===== config.mk =====
export PLATFORM = sky130hd
export DESIGN_NAME = string_literal_unescape
export DESIGN_NICKNAME = d
export VERILOG_FILES = /design/src/sv/slu_pkg.sv /design/src/sv/string_literal_unescape.sv /design/src/sv/slu_front.sv /design/src/sv/slu_queue.sv /design/src/sv/slu_back.sv
export SDC_FILE = /design/constraint.sdc
export NUM_CORES = 1
export LEC_CHECK = 0
export BUFFER_PORTS_ARGS = -buffer_cell sky130_fd_sc_hd__buf_2
export CAP_MARGIN = 30
export CORE_UTILIZATION = 56
export DETAILED_ROUTE_END_ITERATION = 10
export GPL_ROUTABILITY_DRIVEN = 0
export PLACE_DENSITY_LB_ADDON = 0.08
export SLEW_MARGIN = 20
export SYNTH_ARGS = -nofsm -noshare
export SYNTH_HDL_FRONTEND = slang
export SYNTH_SLANG_ARGS = --single-unit

===== constraint.sdc =====
create_clock -name clk -period 3.5 [get_ports clk]
set_input_delay 0 -clock clk [delete_from_list [all_inputs] [get_ports clk]]
set_output_delay 0 -clock clk [all_outputs]
set_load 0.05 [all_outputs]

===== src/sv/slu_pkg.sv =====
// ---------------------------------------------------------------------------
// slu_pkg
// Shared types, result codes and helper functions for the literal unescaper.
// ---------------------------------------------------------------------------
package slu_pkg;

    // default depth of the queue between front and back
    localparam int QueueDepthDefault = 4;

    // result kinds
    localparam logic [1:0] KIND_DATA = 2'd0;
    localparam logic [1:0] KIND_END  = 2'd1;
    localparam logic [1:0] KIND_ERR  = 2'd2;

    // error codes
    localparam logic [2:0] ERR_NONE      = 3'd0;
    localparam logic [2:0] ERR_LITERAL   = 3'd1;
    localparam logic [2:0] ERR_HEX_ASCII = 3'd2;
    localparam logic [2:0] ERR_HEX_UNI   = 3'd3;
    localparam logic [2:0] ERR_SURROGATE = 3'd4;
    localparam logic [2:0] ERR_TRUNC     = 3'd5;
    localparam logic [2:0] ERR_LEAD      = 3'd6;

    // one decoded input byte: up to four results of the same kind
    typedef struct packed {
        logic [1:0]      kind;
        logic [2:0]      err;
        logic [1:0]      cnt_m1;   // number of results minus one
        logic [3:0][7:0] bytes;    // result bytes, entry 0 goes first
    } job_t;

    typedef struct packed {
        logic       hit;
        logic [7:0] value;
    } esc_t;

    typedef struct packed {
        logic [1:0]      cnt_m1;
        logic [3:0][7:0] bytes;
    } enc_t;

    // hex digit value; bit 4 set marks a non-hex character
    function automatic logic [4:0] hex_value(input logic [7:0] c);
        logic [4:0] v;
        begin
            v = 5'h10;
            if (c >= 8'h30 && c <= 8'h39)
            begin
                v = {1'b0, 4'(c - 8'h30)};
            end
            else if (c >= 8'h61 && c <= 8'h66)
            begin
                v = {1'b0, 4'(c - 8'h57)};
            end
            else if (c >= 8'h41 && c <= 8'h46)
            begin
                v = {1'b0, 4'(c - 8'h37)};
            end
            return v;
        end
    endfunction

    // simple backslash escapes
    function automatic esc_t esc_lookup(input logic [7:0] c);
        esc_t r;
        begin
            r.hit = 1'b1;
            case (c)
                8'h27:   r.value = 8'h27;   // single quote
                8'h22:   r.value = 8'h22;   // double quote
                8'h5C:   r.value = 8'h5C;   // backslash
                8'h30:   r.value = 8'h00;   // '0'
                8'h61:   r.value = 8'h07;   // 'a'
                8'h62:   r.value = 8'h08;   // 'b'
                8'h66:   r.value = 8'h0C;   // 'f'
                8'h6E:   r.value = 8'h0A;   // 'n'
                8'h72:   r.value = 8'h0D;   // 'r'
                8'h74:   r.value = 8'h09;   // 't'
                8'h76:   r.value = 8'h0B;   // 'v'
                default:
                begin
                    r.hit   = 1'b0;
                    r.value = 8'h00;
                end
            endcase
            return r;
        end
    endfunction

    // UTF-8 encoding of a code point up to 21 bits
    function automatic enc_t utf8_encode(input logic [20:0] u);
        enc_t r;
        begin
            r.bytes = '0;
            if (u <= 21'h7F)
            begin
                r.cnt_m1   = 2'd0;
                r.bytes[0] = {1'b0, u[6:0]};
            end
            else if (u <= 21'h7FF)
            begin
                r.cnt_m1   = 2'd1;
                r.bytes[0] = {3'b110, u[10:6]};
                r.bytes[1] = {2'b10, u[5:0]};
            end
            else if (u <= 21'hFFFF)
            begin
                r.cnt_m1   = 2'd2;
                r.bytes[0] = {4'b1110, u[15:12]};
                r.bytes[1] = {2'b10, u[11:6]};
                r.bytes[2] = {2'b10, u[5:0]};
            end
            else
            begin
                r.cnt_m1   = 2'd3;
                r.bytes[0] = {5'b11110, u[20:18]};
                r.bytes[1] = {2'b10, u[17:12]};
                r.bytes[2] = {2'b10, u[11:6]};
                r.bytes[3] = {2'b10, u[5:0]};
            end
            return r;
        end
    endfunction

endpackage


===== src/sv/string_literal_unescape.sv =====
// ---------------------------------------------------------------------------
// string_literal_unescape
// Streaming unescaper for the body of a double-quoted text literal.
// ---------------------------------------------------------------------------
// Input channel (in_valid/in_ready/in_byte) takes one raw body byte per
// transfer, starting after the opening quote. Output channel
// (out_valid/out_ready) gives results: out_byte, kind (data, end, error),
// error_code and last, which marks the final result of one input byte.
// Bytes inside an escape give no result; a \u escape gives 1 to 4 bytes.
// A job is written into the queue at its input transfer and moved into the
// output register once that register is free. Throughput: one input byte
// per cycle while each byte yields at most one result and the receiver
// keeps up; the output register drains one result per cycle while
// out_ready is high, so a four-byte \u burst holds the serializer while the
// job queue absorbs the input. in_ready falls only when the queue is full.
// After an end or error result the next byte starts a new literal.
// Reset returns the parser to the literal body and empties queue and
// output register. A stalled receiver holds the current result steady.
// ---------------------------------------------------------------------------
module string_literal_unescape #(
    parameter int QUEUE_DEPTH = slu_pkg::QueueDepthDefault
) (
    input  logic       clk,
    input  logic       rst_n,
    input  logic       in_valid,
    output logic       in_ready,
    input  logic [7:0] in_byte,
    output logic       out_valid,
    input  logic       out_ready,
    output logic [7:0] out_byte,
    output logic [1:0] kind,
    output logic [2:0] error_code,
    output logic       last
);

    logic          push_valid;
    logic          push_ready;
    slu_pkg::job_t push_data;
    logic          pop_valid;
    logic          pop_ready;
    slu_pkg::job_t pop_data;

    // parser
    slu_front u_front (
        .clk       (clk),
        .rst_n     (rst_n),
        .in_valid  (in_valid),
        .in_ready  (in_ready),
        .in_byte   (in_byte),
        .job_valid (push_valid),
        .job_ready (push_ready),
        .job       (push_data)
    );

    // job queue
    slu_queue #(
        .DEPTH (QUEUE_DEPTH)
    ) u_queue (
        .clk        (clk),
        .rst_n      (rst_n),
        .push_valid (push_valid),
        .push_ready (push_ready),
        .push_data  (push_data),
        .pop_valid  (pop_valid),
        .pop_ready  (pop_ready),
        .pop_data   (pop_data)
    );

    // result serializer
    slu_back u_back (
        .clk        (clk),
        .rst_n      (rst_n),
        .job_valid  (pop_valid),
        .job_ready  (pop_ready),
        .job        (pop_data),
        .out_valid  (out_valid),
        .out_ready  (out_ready),
        .out_byte   (out_byte),
        .kind       (kind),
        .error_code (error_code),
        .last       (last)
    );

endmodule


===== src/sv/slu_front.sv =====
// ---------------------------------------------------------------------------
// slu_front
// Parses one input byte per transfer and builds the job of its results.
// ---------------------------------------------------------------------------
module slu_front (
    input  logic              clk,
    input  logic              rst_n,
    input  logic              in_valid,
    output logic              in_ready,
    input  logic [7:0]        in_byte,
    output logic              job_valid,
    input  logic              job_ready,
    output slu_pkg::job_t     job
);

    localparam logic [2:0] MODE_BODY = 3'd0;
    localparam logic [2:0] MODE_ESC  = 3'd1;
    localparam logic [2:0] MODE_HEXA = 3'd2;
    localparam logic [2:0] MODE_HEXU = 3'd3;
    localparam logic [2:0] MODE_CONT = 3'd4;

    localparam logic [7:0] CH_QUOTE  = 8'h22;
    localparam logic [7:0] CH_BSLASH = 8'h5C;
    localparam logic [7:0] CH_LF     = 8'h0A;
    localparam logic [7:0] CH_NUL    = 8'h00;
    localparam logic [7:0] CH_ZERO   = 8'h30;
    localparam logic [7:0] CH_ONE    = 8'h31;
    localparam logic [7:0] CH_SEVEN  = 8'h37;
    localparam logic [7:0] CH_X      = 8'h78;
    localparam logic [7:0] CH_U      = 8'h75;

    logic [2:0]  mode_reg,   mode_next;
    logic [2:0]  digits_reg, digits_next;
    logic [20:0] accum_reg,  accum_next;
    logic [1:0]  cont_reg,   cont_next;

    logic                accept;
    logic                emit;
    logic                fail;
    logic [2:0]          fail_code;
    logic [4:0]          hex;
    logic [20:0]         accum_shift;
    slu_pkg::esc_t       esc;
    slu_pkg::enc_t       enc;
    slu_pkg::job_t       job_d;

    // the byte is taken whenever the queue has room
    assign in_ready  = job_ready;
    assign accept    = in_valid && in_ready;
    assign job_valid = accept && (emit || fail);

    assign hex         = slu_pkg::hex_value(in_byte);
    assign esc         = slu_pkg::esc_lookup(in_byte);
    assign accum_shift = {accum_reg[16:0], hex[3:0]};
    assign enc         = slu_pkg::utf8_encode(accum_shift);

    // per-byte decode
    always_comb
    begin
        mode_next   = mode_reg;
        digits_next = digits_reg;
        accum_next  = accum_reg;
        cont_next   = cont_reg;
        emit        = 1'b0;
        fail        = 1'b0;
        fail_code   = slu_pkg::ERR_NONE;
        job_d       = '0;
        job_d.kind  = slu_pkg::KIND_DATA;

        case (mode_reg)
            MODE_ESC:
            begin
                if (in_byte == CH_X)
                begin
                    mode_next   = MODE_HEXA;
                    digits_next = 3'd2;
                    accum_next  = '0;
                end
                else if (in_byte == CH_U)
                begin
                    mode_next   = MODE_HEXU;
                    digits_next = 3'd6;
                    accum_next  = '0;
                end
                else if (esc.hit)
                begin
                    mode_next      = MODE_BODY;
                    emit           = 1'b1;
                    job_d.bytes[0] = esc.value;
                end
                else
                begin
                    fail      = 1'b1;
                    fail_code = slu_pkg::ERR_LITERAL;
                end
            end

            MODE_HEXA:
            begin
                if (digits_reg >= 3'd2)
                begin
                    if (in_byte >= CH_ZERO && in_byte <= CH_SEVEN)
                    begin
                        accum_next  = {17'd0, hex[3:0]};
                        digits_next = 3'd1;
                    end
                    else
                    begin
                        fail      = 1'b1;
                        fail_code = slu_pkg::ERR_HEX_ASCII;
                    end
                end
                else if (hex[4])
                begin
                    fail      = 1'b1;
                    fail_code = slu_pkg::ERR_HEX_ASCII;
                end
                else
                begin
                    emit           = 1'b1;
                    job_d.bytes[0] = {accum_reg[3:0], hex[3:0]};
                    mode_next      = MODE_BODY;
                    digits_next    = '0;
                    accum_next     = '0;
                    cont_next      = '0;
                end
            end

            MODE_HEXU:
            begin
                // digit checks by position
                if (digits_reg >= 3'd6)
                begin
                    fail = !(in_byte == CH_ZERO || in_byte == CH_ONE);
                end
                else if (digits_reg == 3'd5)
                begin
                    fail = hex[4] || (accum_reg == 21'd1 && hex[3:0] != 4'd0);
                end
                else
                begin
                    fail = hex[4];
                end
                fail_code = slu_pkg::ERR_HEX_UNI;

                if (!fail)
                begin
                    accum_next  = accum_shift;
                    digits_next = digits_reg - 3'd1;
                    if (digits_next == 3'd0)
                    begin
                        if (accum_shift >= 21'hD800 && accum_shift <= 21'hDFFF)
                        begin
                            fail      = 1'b1;
                            fail_code = slu_pkg::ERR_SURROGATE;
                        end
                        else if (accum_shift > 21'h10FFFF)
                        begin
                            fail      = 1'b1;
                            fail_code = slu_pkg::ERR_HEX_UNI;
                        end
                        else
                        begin
                            emit         = 1'b1;
                            job_d.cnt_m1 = enc.cnt_m1;
                            job_d.bytes  = enc.bytes;
                            mode_next    = MODE_BODY;
                            digits_next  = '0;
                            accum_next   = '0;
                            cont_next    = '0;
                        end
                    end
                end
            end

            MODE_CONT:
            begin
                if (in_byte[7:6] != 2'b10)
                begin
                    fail      = 1'b1;
                    fail_code = slu_pkg::ERR_TRUNC;
                end
                else
                begin
                    emit           = 1'b1;
                    job_d.bytes[0] = in_byte;
                    cont_next      = cont_reg - 2'd1;
                    if (cont_next == 2'd0)
                    begin
                        mode_next = MODE_BODY;
                    end
                end
            end

            default:
            begin
                // literal body
                if (in_byte == CH_QUOTE)
                begin
                    emit        = 1'b1;
                    job_d.kind  = slu_pkg::KIND_END;
                    mode_next   = MODE_BODY;
                    digits_next = '0;
                    accum_next  = '0;
                    cont_next   = '0;
                end
                else if (!in_byte[7])
                begin
                    if (in_byte == CH_BSLASH)
                    begin
                        mode_next = MODE_ESC;
                    end
                    else if (in_byte == CH_LF || in_byte == CH_NUL)
                    begin
                        fail      = 1'b1;
                        fail_code = slu_pkg::ERR_LITERAL;
                    end
                    else
                    begin
                        emit           = 1'b1;
                        job_d.bytes[0] = in_byte;
                    end
                end
                else if (in_byte >= 8'hC0 && in_byte <= 8'hF7)
                begin
                    emit           = 1'b1;
                    job_d.bytes[0] = in_byte;
                    mode_next      = MODE_CONT;
                    if (in_byte >= 8'hF0)
                    begin
                        cont_next = 2'd3;
                    end
                    else if (in_byte >= 8'hE0)
                    begin
                        cont_next = 2'd2;
                    end
                    else
                    begin
                        cont_next = 2'd1;
                    end
                end
                else
                begin
                    fail      = 1'b1;
                    fail_code = slu_pkg::ERR_LEAD;
                end
            end
        endcase

        // any error returns to the literal body
        if (fail)
        begin
            emit        = 1'b0;
            job_d       = '0;
            job_d.kind  = slu_pkg::KIND_ERR;
            job_d.err   = fail_code;
            mode_next   = MODE_BODY;
            digits_next = '0;
            accum_next  = '0;
            cont_next   = '0;
        end
    end

    assign job = job_d;

    // parser state
    always_ff @(posedge clk or negedge rst_n)
    begin
        if (!rst_n)
        begin
            mode_reg   <= MODE_BODY;
            digits_reg <= '0;
            accum_reg  <= '0;
            cont_reg   <= '0;
        end
        else if (accept)
        begin
            mode_reg   <= mode_next;
            digits_reg <= digits_next;
            accum_reg  <= accum_next;
            cont_reg   <= cont_next;
        end
    end

endmodule


===== src/sv/slu_queue.sv =====
// ---------------------------------------------------------------------------
// slu_queue
// Small job queue between the parser and the result serializer.
// ---------------------------------------------------------------------------
module slu_queue #(
    parameter int DEPTH = slu_pkg::QueueDepthDefault
) (
    input  logic              clk,
    input  logic              rst_n,
    input  logic              push_valid,
    output logic              push_ready,
    input  slu_pkg::job_t     push_data,
    output logic              pop_valid,
    input  logic              pop_ready,
    output slu_pkg::job_t     pop_data
);

    localparam int PtrW = (DEPTH > 1) ? $clog2(DEPTH) : 1;
    localparam int CntW = $clog2(DEPTH + 1);
    localparam logic [PtrW-1:0] PtrLast = PtrW'(DEPTH - 1);
    localparam logic [CntW-1:0] CntFull = CntW'(DEPTH);

    slu_pkg::job_t   entry_reg [DEPTH];
    logic [PtrW-1:0] wr_ptr_reg, wr_ptr_next;
    logic [PtrW-1:0] rd_ptr_reg, rd_ptr_next;
    logic [CntW-1:0] count_reg,  count_next;
    logic            do_push;
    logic            do_pop;

    assign push_ready = (count_reg != CntFull);
    assign pop_valid  = (count_reg != '0);
    assign pop_data   = entry_reg[rd_ptr_reg];
    assign do_push    = push_valid && push_ready;
    assign do_pop     = pop_valid && pop_ready;

    // pointer and fill count update
    always_comb
    begin
        wr_ptr_next = wr_ptr_reg;
        rd_ptr_next = rd_ptr_reg;
        count_next  = count_reg;
        if (do_push)
        begin
            wr_ptr_next = (wr_ptr_reg == PtrLast) ? '0 : wr_ptr_reg + PtrW'(1);
        end
        if (do_pop)
        begin
            rd_ptr_next = (rd_ptr_reg == PtrLast) ? '0 : rd_ptr_reg + PtrW'(1);
        end
        if (do_push && !do_pop)
        begin
            count_next = count_reg + CntW'(1);
        end
        else if (do_pop && !do_push)
        begin
            count_next = count_reg - CntW'(1);
        end
    end

    always_ff @(posedge clk or negedge rst_n)
    begin
        if (!rst_n)
        begin
            wr_ptr_reg <= '0;
            rd_ptr_reg <= '0;
            count_reg  <= '0;
        end
        else
        begin
            wr_ptr_reg <= wr_ptr_next;
            rd_ptr_reg <= rd_ptr_next;
            count_reg  <= count_next;
        end
    end

    // storage, no reset needed
    always_ff @(posedge clk)
    begin
        if (do_push)
        begin
            entry_reg[wr_ptr_reg] <= push_data;
        end
    end

endmodule


===== src/sv/slu_back.sv =====
// ---------------------------------------------------------------------------
// slu_back
// Serializes each job into one to four results through an output register.
// ---------------------------------------------------------------------------
module slu_back (
    input  logic              clk,
    input  logic              rst_n,
    input  logic              job_valid,
    output logic              job_ready,
    input  slu_pkg::job_t     job,
    output logic              out_valid,
    input  logic              out_ready,
    output logic [7:0]        out_byte,
    output logic [1:0]        kind,
    output logic [2:0]        error_code,
    output logic              last
);

    logic       valid_reg, valid_next;
    logic [1:0] idx_reg,   idx_next;
    logic [7:0] byte_reg;
    logic [1:0] kind_reg;
    logic [2:0] err_reg;
    logic       last_reg;

    logic       load;
    logic       job_done;

    // output register is free when empty or being drained
    assign load     = job_valid && (!valid_reg || out_ready);
    assign job_done = (idx_reg == job.cnt_m1);
    assign job_ready = load && job_done;

    always_comb
    begin
        valid_next = valid_reg;
        idx_next   = idx_reg;
        if (load)
        begin
            valid_next = 1'b1;
            idx_next   = job_done ? 2'd0 : idx_reg + 2'd1;
        end
        else if (out_ready)
        begin
            valid_next = 1'b0;
        end
    end

    always_ff @(posedge clk or negedge rst_n)
    begin
        if (!rst_n)
        begin
            valid_reg <= 1'b0;
            idx_reg   <= '0;
        end
        else
        begin
            valid_reg <= valid_next;
            idx_reg   <= idx_next;
        end
    end

    // result payload
    always_ff @(posedge clk)
    begin
        if (load)
        begin
            byte_reg <= job.bytes[idx_reg];
            kind_reg <= job.kind;
            err_reg  <= job.err;
            last_reg <= job_done;
        end
    end

    assign out_valid  = valid_reg;
    assign out_byte   = byte_reg;
    assign kind       = kind_reg;
    assign error_code = err_reg;
    assign last       = last_reg;

endmodule


==> results of run 1 <==
==> what timing repair did <==
action                     CTS  global route
setup buffers                1             1
setup endpoints to repair    1             2
hold endpoints to repair    40             0
pin swaps                    1             2
gates resized for setup      0             4
hold buffers                 2             0
==> layout make-up <==
class | instances | area share, %
multi-input cells | 440 | 34.1
clock inverters | 12 | 1.28
inverters | 37 | 1.28
well taps | 220 | 2.54
repair buffers | 69 | 4.85
clock buffers | 20 | 4.30
flip-flops and latches | 193 | 51.6
==> synthesized netlist by cell type, drive strengths merged, types with 4 or more instances <==
library cell / number
edfxtp: 154
nor2: 53
mux4: 41
dfrtp: 39
a21oi: 37
inv: 36
nand2: 30
nand3: 26
o21ai: 26
buf: 24
o31ai: 22
clkbuf: 18
and2: 17
ha: 15
a211oi: 14
nor3: 13
nand2b: 7
nand4: 7
a22oi: 6
mux2: 6
o211ai: 6
or3: 6
mux2i: 5
nand4b: 5
nor2b: 5
nor3b: 5
o22ai: 5
a221oi: 4
a22o: 4
a31oi: 4
and3: 4
nor4: 4
nor4b: 4
o32ai: 4
xor2: 4
==> cell usage in the layout, fill, tap and decap left out, types with 5 or more instances in the layout <==
cell type,n
nand4b_1,5
inv_1,35
mux2i_1,5
o21ai_0,20
clkbuf_16,17
nor2_1,52
nand2b_1,6
buf_12,5
ha_1,14
and2_2,5
nor3_1,12
a211oi_1,12
and2_1,12
o211ai_1,6
a22oi_1,6
o22ai_1,5
dfrtp_1,38
nor3b_1,5
nor2b_1,5
mux4_2,41
or3_1,6
buf_4,34
o31ai_2,18
nand2_1,30
nand3_1,26
edfxtp_1,154
buf_2,27
nand4_1,7
inv_6,5
a21oi_1,35
==> routing by layer <==
metal | global-route usage, % | vias to the layer above | wire length [um]
met5 | 0 | - | 0
met4 | 9.53 | 0 | 570
met3 | 4.34 | 53 | 1370
met2 | 43.1 | 284 | 10800
met1 | 35.9 | 3239 | 9280
li1 | - | 2877 | -
==> report_power, final <==
part           switching [mW]  leakage (nW)  internal [mW]
sequential              0.303          1.97           3.37
combinational            2.11          1.59           1.37
clock                   0.885         0.299           1.07
==> worst paths after layout <==
check,startpoint,end,slack (ps),cells after the start
max reg2reg,u_front.accum_reg[14],u_queue.count_reg[2],160,13
min in group clk,in_byte[6],u_front.mode_reg[2],120,4
min,rst_n,u_back.idx_reg[1],7,2
min reg2reg,u_queue.count_reg[2],u_queue.count_reg[2],510,1
max in group asynchronous,rst_n,u_front.cont_reg[0],3020,3
max,u_front.accum_reg[14],u_queue.count_reg[2],160,13
==> cells by family after synthesis <==
| group | synth area share [%] |
|---|---|
| simple gates | 12.1 |
| flops | 58.0 |
| compound gates | 12.5 |
| buf+inv | 4.00 |
| mux | 10.8 |
| fa+ha+maj | 2.15 |
| xor+xnor | 0.453 |
==> critical path, delay by kind of cell (launching register included) <==
kind                     cells  cell delay (ps)
flip-flops                   1              420
buffers and inverters        1               60
adder cells (fa/ha/maj)      2              650
AND/OR/NAND/NOR              4             1010
AO/OA/AOI/OAI                4              800
XOR/XNOR                     2              320
==> flow_summary.yaml, run 1 <==
outcome:
  status: "finished clean"
critical_path:
  required_ps: 3860
  start_kind: "register"
  cpPeakStageDelay_ps: 580
  critPathSlowestCell: "or4_1"
  timing_worst_setup_path_type: "reg -> reg"
  crit_chain: "or4_1 -> o41a_1 -> nor2_1 -> o32ai_1 -> nand2b_4 -> o21ai_4 -> o21ai_2 -> ha_2 -> inv_1 -> fa_1 -> xor2_1 -> nor2_1 -> xor2_1"
  worstPathMaxFanout: 5
  critPathCaptureType: "register"
  arrival_ps: 3700
sta:
  finalCriticalPeriod_ps: 3340
  fin_setup_tns_ps: 0
  hold_viol: 0
  post-route-period-util_pct: 95.5
  whs_ps: 6.68
  setup_viol: 0
  fin_skew_ps: 21.7
  worstMarginPinSlew_ps: 967
  max-slew-margin-rel_pct: 35.3
  rsz0062_at_grt: "no"
  fmax_ghz: 0.299
  setup_ws_ps: 158
  slew_violations: 0
power_and_ir_drop:
  vdd_drop_max_uv: 450
  p_leak_nw: 3.86
  power_density_nw_per_um2: 840
  finalPower_mw: 9.11
die:
  num_rows: 47
  die_width_um: 133
  start_util_pct: 57.8
  design.die.area_sq_um: 17800
  core-area_sq_um: 16700
  fp.dieH_um: 133
  ios: 28
yosys:
  synth.net_count: 740
  synth_area_leader_cell: "edfxtp_1"
  synthCells: 712
  synth_edf_count: 154
  synth.avg_cell_area_sq_um: 13.6
  yosysWarningCount: 0
  ys_ff_latch: 193
  ys_top_cells_by_area: "edfxtp_1, dfrtp_1, mux4_2"
  ys_types: 87
  netlist_area_sq_um: 9660
  synth_flop_cell: "edfxtp_1"
  synth_top_cell_area_share_pct: 47.9
  async_flop_share_pct: 20.2
  ys_seq_area_share_pct: 58.0
drt:
  drt_iter0_drc: 871
  drt_wl_total_um: 22000
  ant_nets: 0
  drc: 0
  vias: 6453
  avgRoutedWirePerCell_um: 22.2
  via_per_inst: 6.51
  drtPass1Iterations: 6
clock_tree:
  cts_buffers: 17
  worstSkewPairLatency_ps: 430
  h-tree-depth: 4
  path_clk_slew_ps: 70
  cts_tree: "done"
  clock_sink_count: 193
  cts-root-buf: "clkbuf_16"
  clk_path_buf_depth: 2
grt:
  grt_pass1_vias: 6368
  antenna_found_initial: 0
  grt_max_degree: 40
  grt_use_total_pct: 26.4
  overflow: 0
  grt_pass1_wl_um: 35200
min_path:
  hold_path.class: "in -> async"
cells_and_area:
  antenna_cells: 0
  finalNonFillerCells: 991
  final_util_pct: 64.9
  design_area_sq_um: 10800
  multi_input_area_sq_um: 3700
  num-fill-cells: 1251
  areaGrowthSynthToFinish_pct: 12.3
  register_area_sq_um: 5600
  largest_reg_flops: 140
  nets: 786
  layout-drive-gt1-share_pct: 24.6
placed_design:
  dp_cells: 954
  pre_cts_ws_ps: -3.21
  dp_hpwl_um: 15000
  port-buffer-count: 27
  placed_cell_area_sq_um: 10200
run:
  cap_violations: 0
Note: power is estimated with default switching activity, not from simulation.
==> inputs of run 2 (changes only) <==
--- a/config.mk
+++ b/config.mk
@@ -7,7 +7,8 @@
 export LEC_CHECK = 0
 export BUFFER_PORTS_ARGS = -buffer_cell sky130_fd_sc_hd__buf_2
 export CAP_MARGIN = 30
-export CORE_UTILIZATION = 56
+export CORE_UTILIZATION = 59
+export CTS_BUF_LIST = sky130_fd_sc_hd__clkbuf_16
 export DETAILED_ROUTE_END_ITERATION = 10
 export GPL_ROUTABILITY_DRIVEN = 0
 export PLACE_DENSITY_LB_ADDON = 0.08
==> constraint.sdc (replaced) <==
create_clock -name clk -period 3.4 [get_ports clk]
set_input_delay 0 -clock clk [delete_from_list [all_inputs] [get_ports clk]]
set_output_delay 0 -clock clk [all_outputs]
set_load 0.05 [all_outputs]
==> flow_summary.yaml, run 2 (synthesis gave the netlist of run 1 again) <==
outcome:
  status: "finished clean"
critical_path:
  timing_worst_setup_path_type: "reg -> reg"
  ff2ff_path_depth: 8
  cpPeakStageDelay_ps: 790
  path_delay_family: "simple AND/OR/NAND/NOR gates"
  start_kind: "register"
  arrival_ps: 3250
  required_ps: 3460
  worstPathMaxFanout: 35
  path_depth: 8
  crit_buf_inv: 0
  crit_chain: "or4_1 -> o41a_1 -> nor2_1 -> o32ai_1 -> nand2b_4 -> o21ai_4 -> o21ai_4 -> and2_2"
  critPathCaptureType: "register"
  critPathSlowestCell: "and2_2"
  crit_top_cell: "o21ai_4"
cells_and_area:
  areaGrowthSynthToFinish_pct: 14.6
  antenna_cells: 0
  final_util_pct: 69.4
  mostFrequentLayoutCells: "edfxtp_1, buf_4, nor2_1, mux4_2, dfrtp_1"
  mostFrequentLayoutCell: "edfxtp_1"
  largest_reg_flops: 140
  layout-drive-gt1-share_pct: 27.8
  nets: 811
  finalNonFillerCells: 1012
  num-fill-cells: 1118
die:
  ios: 28
  start_util_pct: 60.6
  design.die.area_sq_um: 16900
  die_width_um: 130
  core-area_sq_um: 15900
  fp.dieH_um: 130
  num_rows: 46
placed_design:
  dp_cells: 966
  dp_hpwl_um: 15400
  port-buffer-count: 27
  pre_cts_ws_ps: -50.9
grt:
  grt_max_degree: 40
  grt_pass1_vias: 6471
  overflow: 0
  antenna_found_initial: 0
  grt_use_total_pct: 29.2
  grt_pass1_wl_um: 36000
clock_tree:
  path_clk_slew_ps: 80
  clock_sink_count: 193
  h-tree-depth: 4
  cts-root-buf: "clkbuf_16"
  worstSkewPairLatency_ps: 440
  clk_path_buf_depth: 2
  cts_buffers: 17
  cts_tree: "done"
drt:
  avgRoutedWirePerCell_um: 22.8
  drtPass1Iterations: 6
  drc: 0
  drt_wl_total_um: 23100
  drt_iter0_drc: 717
  via_per_inst: 6.57
  vias: 6653
  ant_nets: 0
sta:
  fmax_ghz: 0.313
  post-route-period-util_pct: 93.9
  finalCriticalPeriod_ps: 3190
  setup_ws_ps: 208
  fin_skew_ps: 14.9
  worstMarginPinSlew_ps: 891
  slew_violations: 0
  setup_viol: 0
  max-slew-margin-rel_pct: 40.6
  hold_viol: 0
power_and_ir_drop:
  p_leak_nw: 3.97
  clockPowerShare_pct: 20.5
  combPwrFrac_pct: 40.5
  p_sw_mw: 3.59
  power_density_nw_per_um2: 868
  p_int_mw: 6.02
  swShare_pct: 37.3
  vdd_drop_max_uv: 501
  p_seq_share_pct: 39.0
min_path:
  hold_path_depth: 4
  hold_path.class: "in -> reg"
run:
  cap_violations: 0
## run 2: cell types whose count changed in the layout (fill, tap and decap cells not counted), sizes merged
cell | before | now
buf | 67 | 91
bufinv | 1 | 0
clkbuf | 20 | 17
clkinv | 5 | 7
clkinvlp | 0 | 1
dlygate4sd3 | 2 | 3
inv | 43 | 44
## run 2: final timing paths
| check | startpoint | end | slack [ps] |
|---|---|---|---|
| max | u_front.accum_reg[14] | u_queue.entry_reg[0][38] | 210 |
| min | in_byte[6] | u_front.mode_reg[2] | 130 |
| max reg2reg | u_front.accum_reg[14] | u_queue.entry_reg[0][38] | 210 |
| min reg2reg | u_queue.count_reg[2] | u_queue.count_reg[2] | 500 |
| max in group asynchronous | rst_n | u_front.accum_reg[9] | 2380 |
| min in group asynchronous | rst_n | u_back.idx_reg[0] | 550 |
## run 2: final cells by class
| cell class | count | area (sq um) | area share, % |
|---|---|---|---|
| multi-input cells | 440 | 3770 | 34.0 |
| clock inverters | 15 | 164 | 1.48 |
| well taps | 216 | 270 | 2.44 |
| flip-flops and latches | 193 | 5600 | 50.6 |
| clock buffers | 17 | 425 | 3.84 |
| repair buffers | 94 | 694 | 6.28 |
| inverters | 37 | 143 | 1.29 |
## run 2: layer usage
metal  up-vias  global-route usage (%)  wire length (um)
met4         0                    12.7               730
met1      3329                    39.5              9580
met5         -                       0                 0
li1       2927                       -                 -
met2       323                    46.3             11200
met3        74                    5.86              1630
## run 2: timing repair
| action | in CTS | in global routing |
|---|---|---|
| setup buffers | 0 | 8 |
| resized for setup | 4 | 13 |
| cloned | 0 | 0 |
| hold endpoints to repair | 40 | 9 |
| hold buffers | 2 | 1 |
| pin swaps | 2 | 9 |
| setup endpoints to repair | 20 | 98 |
## run 2: power groups by stage
stage	registers [mW]	logic (mW)	clock network, mW
floorplan	3.99	2.37	0
global placement	3.76	3.48	0
detailed placement	3.80	3.59	0
CTS	3.76	3.65	1.99
global route	3.81	4.17	2.09
finish	3.75	3.89	1.97
## run 2: through the flow
stage,TNS [ps],power (mW),instance area (sq um),hold WS [ps]
3_5_place_dp,-726,7.39,10200,177
5_1_grt,-6.63,10.1,11100,132
6_report,0,9.61,11100,125
3_3_place_gp,0,7.24,10200,162
2_1_floorplan,0,6.36,9670,-296
4_1_cts,0,9.39,10900,108
## run 2: tightest hold or removal path, stage by stage
cell,delay (ps)
buf_2,100
buf_4,170
nand3_1,150
o31ai_1,90
==> inputs of run 3 (changes only) <==
--- a/config.mk
+++ b/config.mk
@@ -7,11 +7,12 @@
 export LEC_CHECK = 0
 export BUFFER_PORTS_ARGS = -buffer_cell sky130_fd_sc_hd__buf_2
 export CAP_MARGIN = 30
-export CORE_UTILIZATION = 59
+export CORE_UTILIZATION = 56
 export CTS_BUF_LIST = sky130_fd_sc_hd__clkbuf_16
 export DETAILED_ROUTE_END_ITERATION = 10
 export GPL_ROUTABILITY_DRIVEN = 0
-export PLACE_DENSITY_LB_ADDON = 0.08
+export PLACE_DENSITY_LB_ADDON = 0.05
+export SKIP_LAST_GASP = 1
 export SLEW_MARGIN = 20
 export SYNTH_ARGS = -nofsm -noshare
 export SYNTH_HDL_FRONTEND = slang
==> constraint.sdc (replaced) <==
create_clock -name clk -period 2.7 [get_ports clk]
set_input_delay 0 -clock clk [delete_from_list [all_inputs] [get_ports clk]]
set_output_delay 0 -clock clk [all_outputs]
set_load 0.05 [all_outputs]
==> flow_summary.yaml, run 3 (synthesis gave the netlist of run 1 again) <==
clock_tree:
  cts_tree: "done"
  clk_path_buf_depth: 2
  cts_buffers: 17
  path_clk_slew_ps: 70
  h-tree-depth: 4
  clock_sink_count: 193
  cts-root-buf: "clkbuf_16"
  worstSkewPairLatency_ps: 440
die:
  fp.dieH_um: 133
  ios: 28
  num_rows: 47
  design.die.area_sq_um: 17800
  start_util_pct: 57.8
  core-area_sq_um: 16700
  die_width_um: 133
power_and_ir_drop:
  p_leak_nw: 5.00
  power_density_nw_per_um2: 1110
  vdd_drop_max_uv: 876
cells_and_area:
  nets: 966
  finalNonFillerCells: 1171
  areaGrowthSynthToFinish_pct: 36.1
  layout-drive-gt1-share_pct: 42.6
  mostFrequentLayoutCell: "buf_4"
  antenna_cells: 0
  largest_reg_flops: 140
  mostFrequentLayoutCells: "buf_4, edfxtp_1, nor2_1, mux4_2, dfrtp_1"
grt:
  grt_max_degree: 26
  grt_use_total_pct: 32.6
  overflow: 0
  antenna_found_initial: 0
  grt_pass1_vias: 7588
  grt_pass1_wl_um: 42700
critical_path:
  path_depth: 13
  ff2ff_path_depth: 13
  arrival_ps: 3390
  crit_chain: "buf_6 -> or4_4 -> o41a_1 -> buf_4 -> nand4b_1 -> nor4b_4 -> o21ai_4 -> buf_4 -> buf_6 -> and2_4 -> buf_8 -> buf_12 -> buf_16"
  reg2reg_slack_ps: -480
  crit_buf_inv: 7
  crit_start: "u_front.accum_reg[15]"
  critPathCaptureType: "register"
  timing_worst_setup_path_type: "reg -> reg"
  critPathSlowestCell: "or4_4"
  start_kind: "register"
  worstPathMaxFanout: 6
  required_ps: 2910
  cpPeakStageDelay_ps: 510
  r2r-start: "u_front.accum_reg[15]"
  path_delay_family: "simple AND/OR/NAND/NOR gates"
sta:
  hold_viol: 0
  fin_setup_tns_ps: -59770
  rsz0062_at_grt: "yes"
  max-slew-margin-rel_pct: 54.5
  finalCriticalPeriod_ps: 3180
  post-route-period-util_pct: 118
  slew_violations: 0
  fmax_ghz: 0.314
  worstMarginPinSlew_ps: 680
  setup_ws_ps: -484
  fin_skew_ps: 11.1
  setup_viol: 185
drt:
  vias: 7848
  via_per_inst: 6.70
  drtPass1Iterations: 6
  drt_iter0_drc: 939
  ant_nets: 0
  drt_wl_total_um: 30600
  drc: 0
  avgRoutedWirePerCell_um: 26.2
outcome:
  status: "finished, violations left"
  violations: "negative setup slack"
placed_design:
  dp_hpwl_um: 16800
  port-buffer-count: 27
  dp_cells: 1085
run:
  cap_violations: 0
min_path:
  hold_path.class: "in -> async"
## run 3: changes by cell type in the layout (fill, tap and decap cells not counted), moves of 4 or more
| cell | delta |
|---|---|
| buf_4 | +106 |
| buf_12 | +11 |
| inv_8 | -4 |
| buf_6 | +19 |
| clkbuf_16 | +7 |
| buf_16 | +12 |
| and2_4 | +5 |
| o31ai_2 | -13 |
| o31ai_4 | +14 |
## run 3: per-stage QoR
stage | setup WS, ps | total power, mW | instance area [sq um] | utilization (%) | hold slack, ps
after floorplan | -330 | 8.06 | 9740 | - | -296
after global placement | -326 | 9.82 | 11200 | 67.2 | 26.4
after detailed placement | -483 | 9.98 | 11200 | 67.2 | 38.4
after CTS | -328 | 13.7 | 12600 | 75.5 | 104
after global routing | -523 | 15.1 | 13100 | 78.7 | 182
final | -484 | 14.6 | 13100 | 78.7 | 121
## run 3: routing by layer
layer	up-vias	global-route usage [%]	wire [um]
met5	-	0	0
met4	0	16.2	1460
met3	134	6.89	2680
met2	555	53.5	15400
met1	3914	41.3	11100
li1	3245	-	-
## run 3: worst paths after layout
path                                       endpoint
max in group asynchronous     u_queue.rd_ptr_reg[0]
min in group clk                u_front.mode_reg[2]
setup / recovery           u_queue.entry_reg[2][10]
setup reg to reg           u_queue.entry_reg[2][10]
hold / removal                u_queue.wr_ptr_reg[1]
hold reg to reg                u_queue.count_reg[2]
## run 3: layout make-up
type	count	area, sq um
Sequential cell	193	5600
Multi-Input combinational cell	440	4100
Fill cell	955	3560
Timing Repair Buffer	249	2430
Clock buffer	17	425
Tap cell	220	275
Clock inverter	15	154
Inverter	37	149
## run 3: repair_timing
action                     CTS  global route
pin swaps                    3            17
hold endpoints to repair    25             0
hold buffers                 2             0
cloned                      16             9
setup endpoints to repair  204           270
buffers inserted            24            18
resized for setup           42            72
## run 3: where the power goes
part	internal [mW]	leakage (nW)	switching, mW
Sequential	4.38	1.97	0.317
Combinational	3.52	2.74	3.89
Clock	1.38	0.289	1.16
